### src/rtl/abisv_pkg.sv
`timescale 1ns / 1ps
`default_nettype none

package abisv_pkg;

  // register map, index = byte address / 4
  localparam logic [1:0] REG_MAGIC   = 2'd0;
  localparam logic [1:0] REG_VERSION = 2'd1;
  localparam logic [1:0] REG_LENGTH  = 2'd2;

  localparam int unsigned PLEN_W = 13;
  localparam int unsigned POS_W  = 13;

  localparam logic [31:0]       MAGIC_RESET   = 32'h434F_5354;
  localparam logic [31:0]       VERSION_RESET = 32'd1;
  localparam logic [PLEN_W-1:0] LENGTH_RESET  = 13'd256;

  localparam logic [31:0] CRC_POLY = 32'hEDB8_8320;
  localparam logic [31:0] CRC_INIT = 32'hFFFF_FFFF;

  localparam logic [POS_W-1:0] HDR_BYTES = 13'd20;
  localparam logic [POS_W-1:0] POS_MAX   = 13'h1FFF;
  localparam logic [POS_W-1:0] POS_MAGIC = 13'd3;
  localparam logic [POS_W-1:0] POS_VER   = 13'd7;
  localparam logic [POS_W-1:0] POS_SEQ   = 13'd11;
  localparam logic [POS_W-1:0] POS_LEN   = 13'd15;
  localparam logic [POS_W-1:0] POS_CRC   = 13'd19;

  localparam logic [31:0] SEQ_NONE = 32'd1;

  typedef struct packed {
    logic       slot;
    logic [7:0] data_byte;
    logic       last;
  } in_item_t;

  typedef struct packed {
    logic        checked_slot;
    logic        checked_valid;
    logic        any_valid;
    logic        newest_slot;
    logic [31:0] next_sequence;
    logic        target_slot;
  } out_item_t;

  // verdict of one finished image
  typedef struct packed {
    logic        slot;
    logic        valid;
    logic [31:0] sequence_no;
  } img_res_t;

  // reflected crc-32, one byte, eight bit steps unrolled
  function automatic logic [31:0] crc_byte(input logic [31:0] crc_in, input logic [7:0] b);
    logic [31:0] c;
    c = crc_in ^ {24'd0, b};
    for (int i = 0; i < 8; i++) begin
      c = c[0] ? ((c >> 1) ^ CRC_POLY) : (c >> 1);
    end
    return c;
  endfunction

endpackage

`default_nettype wire

### src/rtl/abisv_image_check.sv
`timescale 1ns / 1ps
`default_nettype none

module abisv_image_check
  import abisv_pkg::*;
(
  input  wire logic              clk,
  input  wire logic              rst_n,
  input  wire logic              item_accept,
  input  wire in_item_t          item,
  input  wire logic [31:0]       magic,
  input  wire logic [31:0]       version,
  input  wire logic [PLEN_W-1:0] plen,
  input  wire logic              len_ok,
  output img_res_t               res
);

  logic [31:0]      crc_r, crc_nxt;
  logic [POS_W-1:0] pos_r, pos_nxt;
  logic [31:0]      shift_r, shift_nxt;
  logic             hdr_ok_r, hdr_ok_nxt;
  logic [31:0]      seq_r, seq_nxt;
  logic [31:0]      icrc_r, icrc_nxt;
  logic [POS_W:0]   total;
  logic             size_ok;

  assign total = {1'b0, HDR_BYTES} + {1'b0, plen};

  always_comb begin
    crc_nxt    = crc_r;
    shift_nxt  = shift_r;
    hdr_ok_nxt = hdr_ok_r;
    seq_nxt    = seq_r;
    icrc_nxt   = icrc_r;
    if (pos_r < HDR_BYTES) begin
      shift_nxt = {item.data_byte, shift_r[31:8]};
      if (pos_r == POS_MAGIC && shift_nxt != magic) hdr_ok_nxt = 1'b0;
      if (pos_r == POS_VER && shift_nxt != version) hdr_ok_nxt = 1'b0;
      if (pos_r == POS_SEQ) seq_nxt = shift_nxt;
      if (pos_r == POS_LEN && shift_nxt != {19'd0, plen}) hdr_ok_nxt = 1'b0;
      if (pos_r == POS_CRC) icrc_nxt = shift_nxt;
    end else if ({1'b0, pos_r} < total) begin
      crc_nxt = crc_byte(crc_r, item.data_byte);
    end else begin
      hdr_ok_nxt = 1'b0;   // byte past the expected size
    end
    pos_nxt = (pos_r == POS_MAX) ? pos_r : pos_r + POS_W'(1);
  end

  assign size_ok         = ({1'b0, pos_r} + (POS_W+1)'(1)) == total;
  assign res.slot        = item.slot;
  assign res.valid       = hdr_ok_nxt && len_ok && size_ok && ((~crc_nxt) == icrc_nxt);
  assign res.sequence_no = seq_nxt;

  always_ff @(posedge clk) begin
    if (!rst_n || (item_accept && item.last)) begin
      crc_r    <= CRC_INIT;
      pos_r    <= '0;
      shift_r  <= '0;
      hdr_ok_r <= 1'b1;
      seq_r    <= '0;
      icrc_r   <= '0;
    end else if (item_accept) begin
      crc_r    <= crc_nxt;
      pos_r    <= pos_nxt;
      shift_r  <= shift_nxt;
      hdr_ok_r <= hdr_ok_nxt;
      seq_r    <= seq_nxt;
      icrc_r   <= icrc_nxt;
    end
  end

  // a finished image always restarts the byte count
  a_restart: assert property (@(posedge clk) disable iff (!rst_n)
    (item_accept && item.last) |=> (pos_r == '0 && hdr_ok_r && crc_r == CRC_INIT))
    else $error("image state not restarted after last byte");

endmodule

`default_nettype wire

### src/rtl/ab_image_slot_validator_unit.sv
`timescale 1ns / 1ps
`default_nettype none

// channel  | direction | handshake           | payload
// in_      | input     | in_valid / in_stall   | in_data  (slot, data_byte, last)
// out_     | output    | out_valid / out_stall | out_data (one item per last byte)
// cfg      | input     | apb psel/penable      | magic, version, payload length
//
// one byte item per cycle while in_stall is low; the per-byte crc is an
// eight-step unrolled update so the image checker never holds the input
// a last byte's verdict is registered at the edge that takes it and moves on
// to the output register once that is free or draining, with the slot table update and
// newest-slot pick
// rst_n is synchronous; it clears the image state, both slot entries and the
// pipeline valids and loads the register defaults
// out_stall backs up through the verdict register to in_stall

module ab_image_slot_validator_unit
  import abisv_pkg::*;
#(
  parameter int unsigned MAX_PAYLOAD_BYTES = 4096
) (
  input  wire logic        clk,
  input  wire logic        rst_n,
  // input items
  input  wire logic        in_valid,
  output logic             in_stall,
  input  wire in_item_t    in_data,
  // result items
  output logic             out_valid,
  input  wire logic        out_stall,
  output out_item_t        out_data,
  // configuration
  input  wire logic        psel,
  input  wire logic        penable,
  input  wire logic        pwrite,
  input  wire logic [3:0]  paddr,
  input  wire logic [31:0] pwdata,
  output logic [31:0]      prdata,
  output logic             pready
);

  // configuration registers
  logic [31:0]       magic_r;
  logic [31:0]       version_r;
  logic [PLEN_W-1:0] plen_r;
  logic              cfg_wr;
  logic              len_ok;
  logic [POS_W:0]    total;

  // pipeline
  logic      in_acc;
  img_res_t  img_res;
  logic      s1_valid_r, s1_valid_nxt;
  img_res_t  s1_r;
  logic      s1_adv;
  logic      out_valid_r, out_valid_nxt;
  out_item_t out_r, out_nxt;

  // slot table
  logic        slot_valid_r [2];
  logic [31:0] slot_seq_r   [2];
  logic        va, vb;
  logic [31:0] seq_a, seq_b;
  logic [31:0] seq_diff;
  logic        newest_b;

  // ---------------------------------------------------------------- apb
  assign pready = 1'b1;
  assign cfg_wr = psel && penable && pwrite;

  always_ff @(posedge clk) begin
    if (!rst_n) begin
      magic_r   <= MAGIC_RESET;
      version_r <= VERSION_RESET;
      plen_r    <= LENGTH_RESET;
    end else if (cfg_wr) begin
      unique case (paddr[3:2])
        REG_MAGIC:   magic_r   <= pwdata;
        REG_VERSION: version_r <= pwdata;
        REG_LENGTH:  plen_r    <= pwdata[PLEN_W-1:0];
        default: ;   // unmapped, write dropped
      endcase
    end
  end

  always_comb begin
    unique case (paddr[3:2])
      REG_MAGIC:   prdata = magic_r;
      REG_VERSION: prdata = version_r;
      REG_LENGTH:  prdata = {19'd0, plen_r};
      default:     prdata = '0;
    endcase
  end

  // length register must be in range and leave room in the byte counter
  assign total  = {1'b0, HDR_BYTES} + {1'b0, plen_r};
  assign len_ok = (plen_r >= 13'd4) && (32'(plen_r) <= 32'(MAX_PAYLOAD_BYTES))
                  && (total <= {1'b0, POS_MAX});

  // ---------------------------------------------------------------- flow control
  // verdict register moves on when the output register is free or drains
  assign s1_adv   = s1_valid_r && (!out_valid_r || !out_stall);
  assign in_stall = s1_valid_r && !s1_adv;
  assign in_acc   = in_valid && !in_stall;

  // ---------------------------------------------------------------- stage 1: image checks
  abisv_image_check u_check (
    .clk         (clk),
    .rst_n       (rst_n),
    .item_accept (in_acc),
    .item        (in_data),
    .magic       (magic_r),
    .version     (version_r),
    .plen        (plen_r),
    .len_ok      (len_ok),
    .res         (img_res)
  );

  // only last bytes produce a verdict
  assign s1_valid_nxt = (s1_valid_r && !s1_adv) || (in_acc && in_data.last);

  always_ff @(posedge clk) begin
    if (!rst_n) begin
      s1_valid_r <= 1'b0;
    end else begin
      s1_valid_r <= s1_valid_nxt;
    end
  end

  always_ff @(posedge clk) begin
    if (in_acc && in_data.last) begin
      s1_r <= img_res;
    end
  end

  // ---------------------------------------------------------------- stage 2: slot table, pick newest
  // table as it stands after this verdict lands
  always_comb begin
    va    = slot_valid_r[0];
    vb    = slot_valid_r[1];
    seq_a = slot_seq_r[0];
    seq_b = slot_seq_r[1];
    if (s1_r.slot) begin
      vb    = s1_r.valid;
      seq_b = s1_r.valid ? s1_r.sequence_no : 32'd0;
    end else begin
      va    = s1_r.valid;
      seq_a = s1_r.valid ? s1_r.sequence_no : 32'd0;
    end
  end

  // wrap-safe compare, a tie keeps slot a
  assign seq_diff = seq_a - seq_b;
  assign newest_b = (va && vb) ? seq_diff[31] : (vb && !va);

  always_comb begin
    out_nxt.checked_slot  = s1_r.slot;
    out_nxt.checked_valid = s1_r.valid;
    out_nxt.any_valid     = va || vb;
    out_nxt.newest_slot   = newest_b;
    out_nxt.next_sequence = (va || vb) ? ((newest_b ? seq_b : seq_a) + 32'd1) : SEQ_NONE;
    out_nxt.target_slot   = (va || vb) && !newest_b;
  end

  always_ff @(posedge clk) begin
    if (!rst_n) begin
      slot_valid_r[0] <= 1'b0;
      slot_valid_r[1] <= 1'b0;
      slot_seq_r[0]   <= '0;
      slot_seq_r[1]   <= '0;
    end else if (s1_adv) begin
      slot_valid_r[0] <= va;
      slot_valid_r[1] <= vb;
      slot_seq_r[0]   <= seq_a;
      slot_seq_r[1]   <= seq_b;
    end
  end

  // ---------------------------------------------------------------- output register
  assign out_valid_nxt = s1_adv || (out_valid_r && out_stall);

  always_ff @(posedge clk) begin
    if (!rst_n) begin
      out_valid_r <= 1'b0;
    end else begin
      out_valid_r <= out_valid_nxt;
    end
  end

  always_ff @(posedge clk) begin
    if (s1_adv) begin
      out_r <= out_nxt;
    end
  end

  assign out_valid = out_valid_r;
  assign out_data  = out_r;

  // ---------------------------------------------------------------- checks
  a_no_idle_stall: assert property (@(posedge clk) disable iff (!rst_n)
    !s1_valid_r |-> !in_stall)
    else $error("input stalled with no verdict pending");

  a_last_verdict: assert property (@(posedge clk) disable iff (!rst_n)
    (in_acc && in_data.last) |=> s1_valid_r)
    else $error("last byte produced no verdict");

  a_none_valid: assert property (@(posedge clk) disable iff (!rst_n)
    (out_valid && !out_data.any_valid) |->
      (out_data.next_sequence == SEQ_NONE && !out_data.target_slot && !out_data.newest_slot))
    else $error("empty slot table gave a sequence or target");

  a_target: assert property (@(posedge clk) disable iff (!rst_n)
    out_valid |-> (out_data.target_slot == (out_data.any_valid && !out_data.newest_slot)))
    else $error("target slot disagrees with newest slot");

  a_checked_in_table: assert property (@(posedge clk) disable iff (!rst_n)
    s1_adv |=> (slot_valid_r[out_r.checked_slot] == out_r.checked_valid))
    else $error("slot table not updated with verdict");

endmodule

`default_nettype wire

### config.mk
export PLATFORM = sky130hd
export DESIGN_NAME = ab_image_slot_validator_unit
export DESIGN_NICKNAME = d
export VERILOG_FILES = /design/src/rtl/abisv_pkg.sv /design/src/rtl/abisv_image_check.sv /design/src/rtl/ab_image_slot_validator_unit.sv
export SDC_FILE = /design/constraint.sdc
export NUM_CORES = 1
export LEC_CHECK = 0
export BUFFER_PORTS_ARGS = -buffer_cell sky130_fd_sc_hd__buf_4
export CORE_UTILIZATION = 65
export DETAILED_ROUTE_END_ITERATION = 6
export PLACE_DENSITY = 0.88
export SYNTH_ARGS = -nofsm -noshare
export SYNTH_HDL_FRONTEND = slang
export SYNTH_SLANG_ARGS = --single-unit
export TNS_END_PERCENT = 30
### constraint.sdc
create_clock -name clk -period 13.9 [get_ports clk]
set_input_delay 0.695 -clock clk [delete_from_list [all_inputs] [get_ports clk]]
set_output_delay 0.695 -clock clk [all_outputs]
set_load 0.02 [all_outputs]
### Word level (Yosys, flattened, before mapping)

Memory sizes are Yosys's and may differ from the RTL's.
Cells that the tools add are included.

| word-level totals | value |
|---|---|
| register bits after elaboration | 292 |
| bits in writable memories | 66 |
| input bits | 53 |
| output and inout bits | 72 |
| word-level logic and storage cells | 131 |
| memories kept | 2 |

| cells by class | value |
|---|---|
| $add $sub $neg | 5 |
| order comparisons | 5 |
| eq/ne operators | 13 |
| muxes and demuxes | 35 |
| bitwise gates (word level) | 15 |
| reductions and logical operators | 36 |

Memory list:

| name | depth | bits a word | read ports | clocked after Yosys merged registers in | wr ports | line | RTL |
|---|---|---|---|---|---|---|---|
| slot_seq_r | 2 | 32 | 2 | 0 | 2 | ab_image_slot_validator_unit.sv:62 | `logic [31:0] slot_seq_r [2];` |
| slot_valid_r | 2 | 1 | 2 | 0 | 2 | ab_image_slot_validator_unit.sv:61 | `logic slot_valid_r [2];` |

Operators by type and width:

| kind | count |
|---|---|
| $mux 32 | 20 |
| $not 13->14 | 8 |
| $pmux 32 s3 | 1 |
| $ne 32x32->1 | 2 |
| $add 32x1->32 const B | 1 |
| $eq 32x32->1 | 1 |
| $ne 32x13->1 | 1 |
| $not 32->32 | 1 |
| $sub 32x32->32 | 1 |
| $xor 32x8->32 | 1 |
| $eq 13x4->1 const B | 2 |
| $logic_and 1x1->1 | 18 |
| $add 13x1->14 const B | 1 |
| $add 5x13->14 const A | 1 |
| $eq 14x14->1 | 1 |
| $le 14x13->1 const B | 1 |
| $lt 13x14->1 | 1 |
| $mux 1 | 14 |
| $add 13x1->13 const B | 1 |
| $eq 13x13->1 const B | 1 |
| $eq 13x2->1 const B | 1 |
| $eq 13x3->1 const B | 1 |
| $eq 13x5->1 const B | 1 |
| $ge 13x3->1 const B | 1 |
| other kinds (10) | 27 |

### Logic depth before layout (Yosys ltp)

Gate-level depths: netlist of run 1.

| depth | value |
|---|---|
| depth after elaboration | 22 |
| mapped depth | 31 |
| depth with buffers taken out | 24 |

### Cells and area by module

Synthesis of run 1 repeated with hierarchy kept, for this count alone.

| second synthesis, totals | value |
|---|---|
| cells, all modules | 2353 |
| area, all modules | 20582.2 µm² |

By module, submodules not included:

| module | instances | cells each | area an instance (µm²) | seq. area each (µm²) |
|---|---|---|---|---|
| ab_image_slot_validator_unit | 1 | 1276 | 11702.5 | 5695.5 |
| abisv_image_check | 1 | 1077 | 8879.8 | 2682.6 |

### Least setup slack after synthesis of run 1

No wires, ideal clock.

| timing path | value |
|---|---|
| path kind | reg2reg |
| start point | reg s1_r (netlist bit out_nxt[36]) |
| end point | reg out_r (netlist bit out_data[21]), data pin |
| setup time | 0.147 ns |
| data arrival time | 6.538 ns |
| data required time | 13.753 ns |
| setup slack | 7.215 ns |
| stages on the path, launching flop included | 28 |
| buffers on the path | 9 |
| clock period less this slack | 6.685 ns |
| cell sequence | edfxtp_1 buf_4 buf_4 buf_2 buf_2 buf_1 buf_1 a31oi_1 ha_1 and3_1 a221o_1 a31oi_1 o31ai_1 a211oi_1 nor2_2 inv_2 buf_2 buf_2 buf_2 nor2_1 a21oi_1 ha_1 or3b_1 or4_1 nor3_1 mux2i_1 or4_1 a21oi_1 |

| between the ends | value |
|---|---|
| longest elaborated chain between the ends | 6 |
| elaborated cells between the ends (all ways) | 12 |
| classes of those cells | 2 x add/sub; 6 x mux; 4 x reduce/logical |

RTL lines:

| what | line | RTL |
|---|---|---|
| start: declaration | ab_image_slot_validator_unit.sv:55 | `img_res_t s1_r;` |
| start signal: assignment | ab_image_slot_validator_unit.sv:133 | `s1_r <= img_res;` |
| branches (longest 3 deep; another with $sub 32x32->32) | -- |  |
| $mux 1 * | ab_image_slot_validator_unit.sv:155 | `assign newest_b = (va && vb) ? seq_diff[31] : (vb && !va);` |
| named net newest_b | ab_image_slot_validator_unit.sv:66 | `logic newest_b;` |
| $mux 32 * | ab_image_slot_validator_unit.sv:162 | `out_nxt.next_sequence = (va \|\| vb) ? ((newest_b ? seq_b : seq_a) + 32'd1) : SEQ_NONE;` |
| $add 32x1->32 * | ab_image_slot_validator_unit.sv:162 |  |
| end signal: assignment | ab_image_slot_validator_unit.sv:193 | `out_r <= out_nxt;` |
| end: declaration | ab_image_slot_validator_unit.sv:58 | `out_item_t out_r, out_nxt;` |

Mark *: on every way through the listed nets, which the timed path passes.
A chain may end at the register's enable or synchronous reset.

### Final worst setup path of run 1

| timing path | value |
|---|---|
| start point | reg s1_r (netlist bit out_nxt[36]) |
| end point | reg out_r (netlist bit out_data[21]), data pin |

| between the ends | value |
|---|---|
| longest elaborated chain between the ends | 6 |
| elaborated cells between the ends (all ways) | 12 |
| classes of those cells | 2 x add/sub; 6 x mux; 4 x reduce/logical |

RTL lines:

| what |
|---|
| branches (longest 6 deep; another with $sub 32x32->32) |

Several ways; the timed one is not identified.

==> reports/qor.csv, run 1 <==
stage,metric,value,unit
status,status,finished clean,
finish,share of layout cells above drive strength 1,0.114,
global_route,initial antenna violation count,0,
worst_setup_path,CP Class,reg -> reg,
finish,Area Growth Syn to Fin,10.3,%
timing,Final Cycle Share,0.559,
placement,routability congestion estimate,0.961,
synthesis,leading area contributor after synthesis,dfxtp_1,
timing,RSZ-0062 raised after global routing,no,
routing,routed vias/inst,6.36,
synthesis,Post-Syn Area,0.0202,sq mm
finish,"commonest non-fill, non-tap cell in the layout",nand2_1,
floorplanning,height of the die,178,microns
synthesis,number of flops mapped to enable cells by yosys,137,
floorplanning,die width,178,microns
finish,most frequent cells in the layout,"nand2_1, dfxtp_1, a21oi_1",
global_route,first-pass GRT wire length,88900,microns
synthesis,Netlist cell types,79,
synthesis,area fraction of the dominant cell type after synthesis,0.211,
routing,WL met3,5840,microns
worst_setup_path,CP endpoint kind,flip-flop,
clock_network,CTS root buf,clkbuf_16,
clock_network,clk slew on worst S/H paths,0.06,ns
finish,"Core Util, Final",0.728,
routing,M1 wire length,22800,microns
synthesis,synth warn,0,
timing,total negative slack,0,ns
clock_network,quantity of gates resized following cts,0,
synthesis,Main synth FF type,dfxtp_1,
routing,Met2 Routed Length,25800,microns
synthesis,Mapped Nets,2426,
worst_setup_path,CP arrival,8.15,ns
worst_setup_path,critical-path maximum fanout,54,
clock_network,CTS max path bufs,3,
clock_network,total CTS buffers,38,
timing,Tightest Pin Transition,1.32,ns
finish,fin area,0.0223,sq mm
routing,Max Used Layer,met4,
floorplanning,Initial Utilization,0.660,
clock_network,CTS tree,yes,
floorplanning,number of placed I/O pins,125,
global_route,gr ovfl total,0,
timing,worst relative slew slack,0.117,
power_and_ir_drop,PD cells,109,mW/mm^2
finish,final net count,2430,
power_and_ir_drop,Leakage,8.32,nW
floorplanning,Core Box Area,0.0306,sq mm
placement,IO buf count,121,
routing,drt total wl,56800,microns
timing,final hold vios,0,
routing,DR iter-0 viols,1874,
clock_network,CTS H-tree lvls,2,
floorplanning,die area,0.0318,sq mm
routing,first drt pass iteration count,6,
routing,post-route ant nets,0,
timing,final setup fails,0,
synthesis,register area share after synthesis,0.415,
synthesis,Cells after Synth,2327,
placement,DP Area,0.0211,sq mm
synthesis,"Avg Cell Area, Syn",8.68,sq um
worst_setup_path,WP data required,14.28,ns
global_route,largest net degree at the start of global routing,102,
power_and_ir_drop,Total Power,2.42,mW
timing,min Tclk post-route,7.77,ns
timing,Peak Freq,0.129,GHz
global_route,vias in the first global route,16400,
job,max_cap viols,0,
routing,DRC Markers,0,
floorplanning,Row Count,64,
timing,Worst Skew,0.0155,ns
routing,wire per inst,20.6,microns
placement,DPL Wire Length,38800,microns
routing,total vias in the final route,17500,
clock_network,TritonCTS sink count,350,
synthesis,synth top area cells,"dfxtp_1, edfxtp_1, nand2_1, xnor2_1, mux2i_1",
clock_network,Hold Buf Count CTS,0,
global_route,Total Routing Usage GR,0.359,
synthesis,Post-synth ARST share,0,
finish,Antenna diodes,0,
worst_setup_path,crit path launch type,flip-flop,
clock_network,clock insertion delay at the later pin of the skew report,0.55,ns
synthesis,Synth Register Bits,350,
clock_network,post-CTS setup buffers,0,
worst_hold_path,Worst Hold Class,in -> reg,
power_and_ir_drop,maximum VDD drop,72.8,uV
timing,max-slew violation count,0,
==> where the power goes <==
group / leakage [nW] / switching, mW / internal (mW)
sequential: 3.09 / 0.0205 / 1.09
combinational: 4.63 / 0.193 / 0.109
clock: 0.602 / 0.419 / 0.588
total: 8.32 / 0.632 / 1.79
==> kinds of logic (layout without fill, tap and decap cells) <==
family / after synthesis / in the layout / synth area share
AO/OA/AOI/OAI: 392 / 392 / 0.120
XOR/XNOR: 254 / 254 / 0.112
adder cells (fa/ha/maj): 46 / 46 / 0.0285
buffers and inverters: 208 / 239 / 0.0426
flip-flops: 350 / 350 / 0.415
multiplexers: 145 / 145 / 0.0741
other: 1 / 1 / 0.000186
AND/OR/NAND/NOR: 931 / 931 / 0.207
==> sequential cells by signal, summed over array words and instances (netlist names), 24 cells and up <==
signal / cells
magic_r: 32
out_data: 37
s1_r: 32
slot_seq_r: 64
u_check.crc_r: 32
u_check.icrc_r: 32
u_check.seq_r: 32
u_check.shift_r: 24
version_r: 32
==> metal layers <==
metal / vias to the layer above / GRT usage
met5: - / 0
met4: 0 / 0.159
met3: 185 / 0.0543
met2: 1018 / 0.563
met1: 8293 / 0.492
li1: 8022 / -
==> per-stage QoR <==
| stage | hold WS [ns] | instances | setup WS (ns) |
|---|---|---|---|
| after floorplan | 0.430 | 2327 | 7.21 |
| after global placement | 0.438 | 2687 | 6.41 |
| after detailed placement | 0.446 | 2687 | 6.30 |
| after CTS | 0.336 | 2754 | 6.28 |
| after global routing | 0.340 | 2754 | 5.64 |
| final | 0.339 | 2754 | 6.13 |
==> final cells by class <==
class,count,area (sq um)
well taps,396,495
inverters,32,120
flip-flops and latches,350,8380
fillers,2203,8310
clock inverters,15,160
repair buffers,140,1050
clock buffers,52,1050
multi-input cells,1769,11000
==> critical path, cell delays in order (launching register included) <==
cell	delay, ns
edfxtp_1	0.37
buf_4	0.28
inv_2	0.74
nor2_1	0.14
a21oi_1	0.62
ha_1	0.25
nand4_1	0.12
o21ai_0	0.17
a21oi_1	0.06
o311ai_0	0.55
and2_1	0.23
a21o_1	0.50
nor2_2	0.09
inv_2	0.60
o21ai_0	0.15
mux2i_1	0.22
ha_1	0.29
or3b_1	0.42
or4_1	0.52
nor3_1	0.25
mux2i_1	0.21
or4_1	0.55
a21oi_1	0.18
==> path summary, 6_finish.rpt <==
path                                         start            endpoint  slack [ns]  depth (start not counted)
worst max register to register         out_nxt[36]        out_data[21]        6.13                         22
worst min-delay path                    in_data[9]         out_nxt[36]        0.34                          1
worst min register to register  u_check.icrc_r[20]  u_check.icrc_r[20]        0.45                          2
worst max-delay path                   out_nxt[36]        out_data[21]        6.13                         22
==> Yosys cell counts (3+ instances only) <==
library cell	number
a21oi_1	175
nand4_1	35
nor3_1	31
o211ai_1	17
o21a_1	14
a21o_1	17
nor3b_1	3
or3_1	20
and2_1	11
nand3_1	68
edfxtp_1	137
o31ai_1	7
dfxtp_1	213
a31oi_1	9
or2_2	4
nand2b_1	7
buf_1	17
nand2_1	486
nor4_1	33
and3_1	23
nor2b_1	20
o2111ai_1	4
o21ai_1	8
inv_2	4
a21boi_0	62
xor2_1	90
xnor2_1	158
or4_1	12
o21ai_0	38
inv_1	27
a221o_1	3
buf_2	23
o22ai_1	6
buf_4	11
clkbuf_1	123
a211oi_1	7
ha_1	46
xnor2_2	4
mux2_2	36
nand3b_1	3
mux2i_1	109
nor2_1	156
Note: power is estimated with default switching activity, not from simulation.
==> run 2: changes to the inputs <==
--- a/config.mk
+++ b/config.mk
@@ -6,9 +6,9 @@
 export NUM_CORES = 1
 export LEC_CHECK = 0
 export BUFFER_PORTS_ARGS = -buffer_cell sky130_fd_sc_hd__buf_4
-export CORE_UTILIZATION = 65
+export CORE_UTILIZATION = 56
 export DETAILED_ROUTE_END_ITERATION = 6
-export PLACE_DENSITY = 0.88
+export PLACE_DENSITY = 0.81
 export SYNTH_ARGS = -nofsm -noshare
 export SYNTH_HDL_FRONTEND = slang
 export SYNTH_SLANG_ARGS = --single-unit
==> constraint.sdc (replaced) <==
create_clock -name clk -period 6.8 [get_ports clk]
set_input_delay 0.34 -clock clk [delete_from_list [all_inputs] [get_ports clk]]
set_output_delay 0.34 -clock clk [all_outputs]
set_load 0.02 [all_outputs]
==> reports/qor.csv, run 2 (synthesis results as in run 1) <==
stage,metric,value,unit,change
finish,share of layout cells above drive strength 1,0.133,,+0.0185
worst_setup_path,CP endpoint kind,flip-flop,,
placement,routability congestion estimate,0.962,,+0.17%
status,status,finished clean,,
timing,Final Cycle Share,0.928,,+0.369
finish,Area Growth Syn to Fin,13.0,%,
floorplanning,Row Count,69,,+7.8%
routing,total vias in the final route,17300,,-1.0%
clock_network,CTS max path bufs,3,,unchanged
clock_network,clock insertion delay at the later pin of the skew report,0.57,ns,+0.02 ns
finish,"commonest non-fill, non-tap cell in the layout",nand2_1,,
timing,RSZ-0062 raised after global routing,no,,
finish,"Core Util, Final",0.643,,-0.0850
worst_setup_path,WP data required,7.20,ns,-7.08 ns
global_route,initial antenna violation count,0,,unchanged
floorplanning,die area,0.0368,sq mm,+16%
timing,Tightest Pin Transition,1.24,ns,-0.0781 ns
clock_network,CTS tree,yes,,
routing,DRC Markers,0,,unchanged
worst_setup_path,R2R cell count,24,,+9.1%
worst_setup_path,crit path launch type,flip-flop,,
timing,final hold vios,0,,unchanged
placement,DPL Wire Length,39100,microns,+0.86%
clock_network,clk slew on worst S/H paths,0.06,ns,about the same
global_route,Total Routing Usage GR,0.303,,-0.0568
worst_setup_path,Crit Reg-Reg Startpoint,out_nxt[35],,
global_route,gr ovfl total,0,,unchanged
global_route,first-pass GRT wire length,87000,microns,-2.2%
routing,first drt pass iteration count,5,,-1
floorplanning,height of the die,192,microns,+7.6%
worst_hold_path,worst hold path stage count,3,,+2
clock_network,CTS root buf,clkbuf_16,,
finish,max FFs per register,64,,unchanged
placement,IO buf count,121,,unchanged
worst_hold_path,HP Start,pwdata[14],,
power_and_ir_drop,Leakage,8.58,nW,+3.1%
routing,drt total wl,56100,microns,-1.3%
routing,DR iter-0 viols,1388,,-26%
worst_setup_path,critical-path maximum fanout,17,,-69%
finish,final net count,2482,,+2.1%
power_and_ir_drop,PD cells,219,mW/mm^2,+100%
timing,worst relative slew slack,0.171,,+0.0542
floorplanning,Core Box Area,0.0355,sq mm,+16%
routing,routed vias/inst,6.03,,-5.2%
job,max_cap viols,0,,unchanged
timing,Peak Freq,0.158,GHz,+23%
power_and_ir_drop,maximum VDD drop,187,uV,+160%
worst_setup_path,capturing point of the worst reg2reg path,out_data[21],,
finish,Antenna diodes,0,,unchanged
worst_hold_path,Worst Hold Class,in -> reg,,
finish,most frequent cells in the layout,"nand2_1, dfxtp_1, buf_4",,
routing,post-route ant nets,0,,unchanged
floorplanning,die width,192,microns,+7.6%
worst_setup_path,CP arrival,6.71,ns,-1.44 ns
worst_hold_path,Min-Delay Endpoint,magic_r[14],,
clock_network,CTS H-tree lvls,2,,unchanged
clock_network,total CTS buffers,38,,unchanged
floorplanning,Initial Utilization,0.569,,-0.0910
worst_setup_path,flop2flop setup slack,0.49,ns,-5.64 ns
floorplanning,number of placed I/O pins,125,,unchanged
timing,total negative slack,0,ns,unchanged
finish,largest reg by FF count,slot_seq_r,,
global_route,largest net degree at the start of global routing,98,,-3.9%
timing,min Tclk post-route,6.31,ns,-1.46 ns
worst_setup_path,CP Class,reg -> reg,,
clock_network,post-CTS setup buffers,0,,unchanged
clock_network,TritonCTS sink count,350,,unchanged
timing,max-slew violation count,0,,unchanged
routing,wire per inst,19.5,microns,-5.4%
timing,Worst Skew,0.0227,ns,+0.00723 ns
timing,final setup fails,0,,unchanged
global_route,vias in the first global route,16100,,-2.1%
-- run 2: where the power goes --
| part | internal, mW | switching, mW | total (mW) | leakage (nW) |
|---|---|---|---|---|
| clock network | 1.19 | 0.897 | 2.09 | 0.615 |
| registers | 2.23 | 0.0426 | 2.27 | 3.09 |
| logic | 0.241 | 0.391 | 0.632 | 4.87 |
| total | 3.66 | 1.33 | 4.99 | 8.58 |
-- run 2: layer usage --
layer,part of all wire,wire length [microns],GRT usage,vias to the layer above
li1,-,-,-,8134
met2,0.46,25600,0.475,782
met3,0.077,4300,0.0428,150
met4,0.039,2200,0.136,0
met5,0,0,0,-
met1,0.43,24000,0.413,8271
-- run 2: repair_timing --
item | CTS | global route
hold endpoints to repair | 8 | 0
setup endpoints to repair | 0 | 2
resized for setup | 0 | 1
hold buffers | 8 | 0
-- run 2: how the worst max path moves through the flow --
stage	startpoint	endpoint	cells past startpoint
2_1_floorplan	out_nxt[36]	out_data[21]	27
3_3_place_gp	out_nxt[35]	out_data[25]	22
3_5_place_dp	out_nxt[35]	out_data[21]	22
4_1_cts	out_nxt[35]	out_data[21]	22
5_1_grt	out_nxt[35]	out_data[25]	24
6_report	out_nxt[35]	out_data[21]	24
-- run 2: cell type report --
| type | instances | area, sq um |
|---|---|---|
| Clock inverter | 26 | 248 |
| Multi-Input combinational cell | 1769 | 11000 |
| Clock buffer | 44 | 1000 |
| Tap cell | 461 | 577 |
| Timing Repair Buffer | 192 | 1490 |
| Sequential cell | 350 | 8380 |
| Fill cell | 2853 | 12700 |
| Inverter | 32 | 120 |
-- run 2: through the flow --
step / cells / instance area, sq um / hold slack (ns) / power [mW] / worst slack (ns)
2_1_floorplan: 2327 / 20200 / 0.430 / 2.73 / 0.115
3_3_place_gp: 2796 / 21500 / 0.439 / 2.92 / 0.718
3_5_place_dp: 2796 / 21500 / 0.446 / 2.93 / 0.545
4_1_cts: 2874 / 22800 / 0.00485 / 5.00 / 0.501
5_1_grt: 2874 / 22800 / 0.0242 / 5.14 / 0.0832
6_report: 2874 / 22800 / 0.0240 / 4.99 / 0.490
-- run 2: critical path: stages, from the launching register on --
cell and delay (ns):
edfxtp_1 0.72, buf_4 0.31, nand2_1 0.08, nor2_1 0.05, a21oi_1 0.34, inv_1 0.12
ha_1 0.33, a21o_1 0.18, a21o_1 0.17, a21oi_1 0.16, o21a_1 0.16, o31ai_1 0.13
a211oi_1 0.26, buf_4 0.26, nor2_2 0.07, inv_2 0.10, o21ai_0 0.08, mux2i_1 0.21
ha_1 0.28, or3b_1 0.42, or4_1 0.52, nor3_1 0.26, mux2i_1 0.22, or4_1 0.55
a21oi_1 0.16
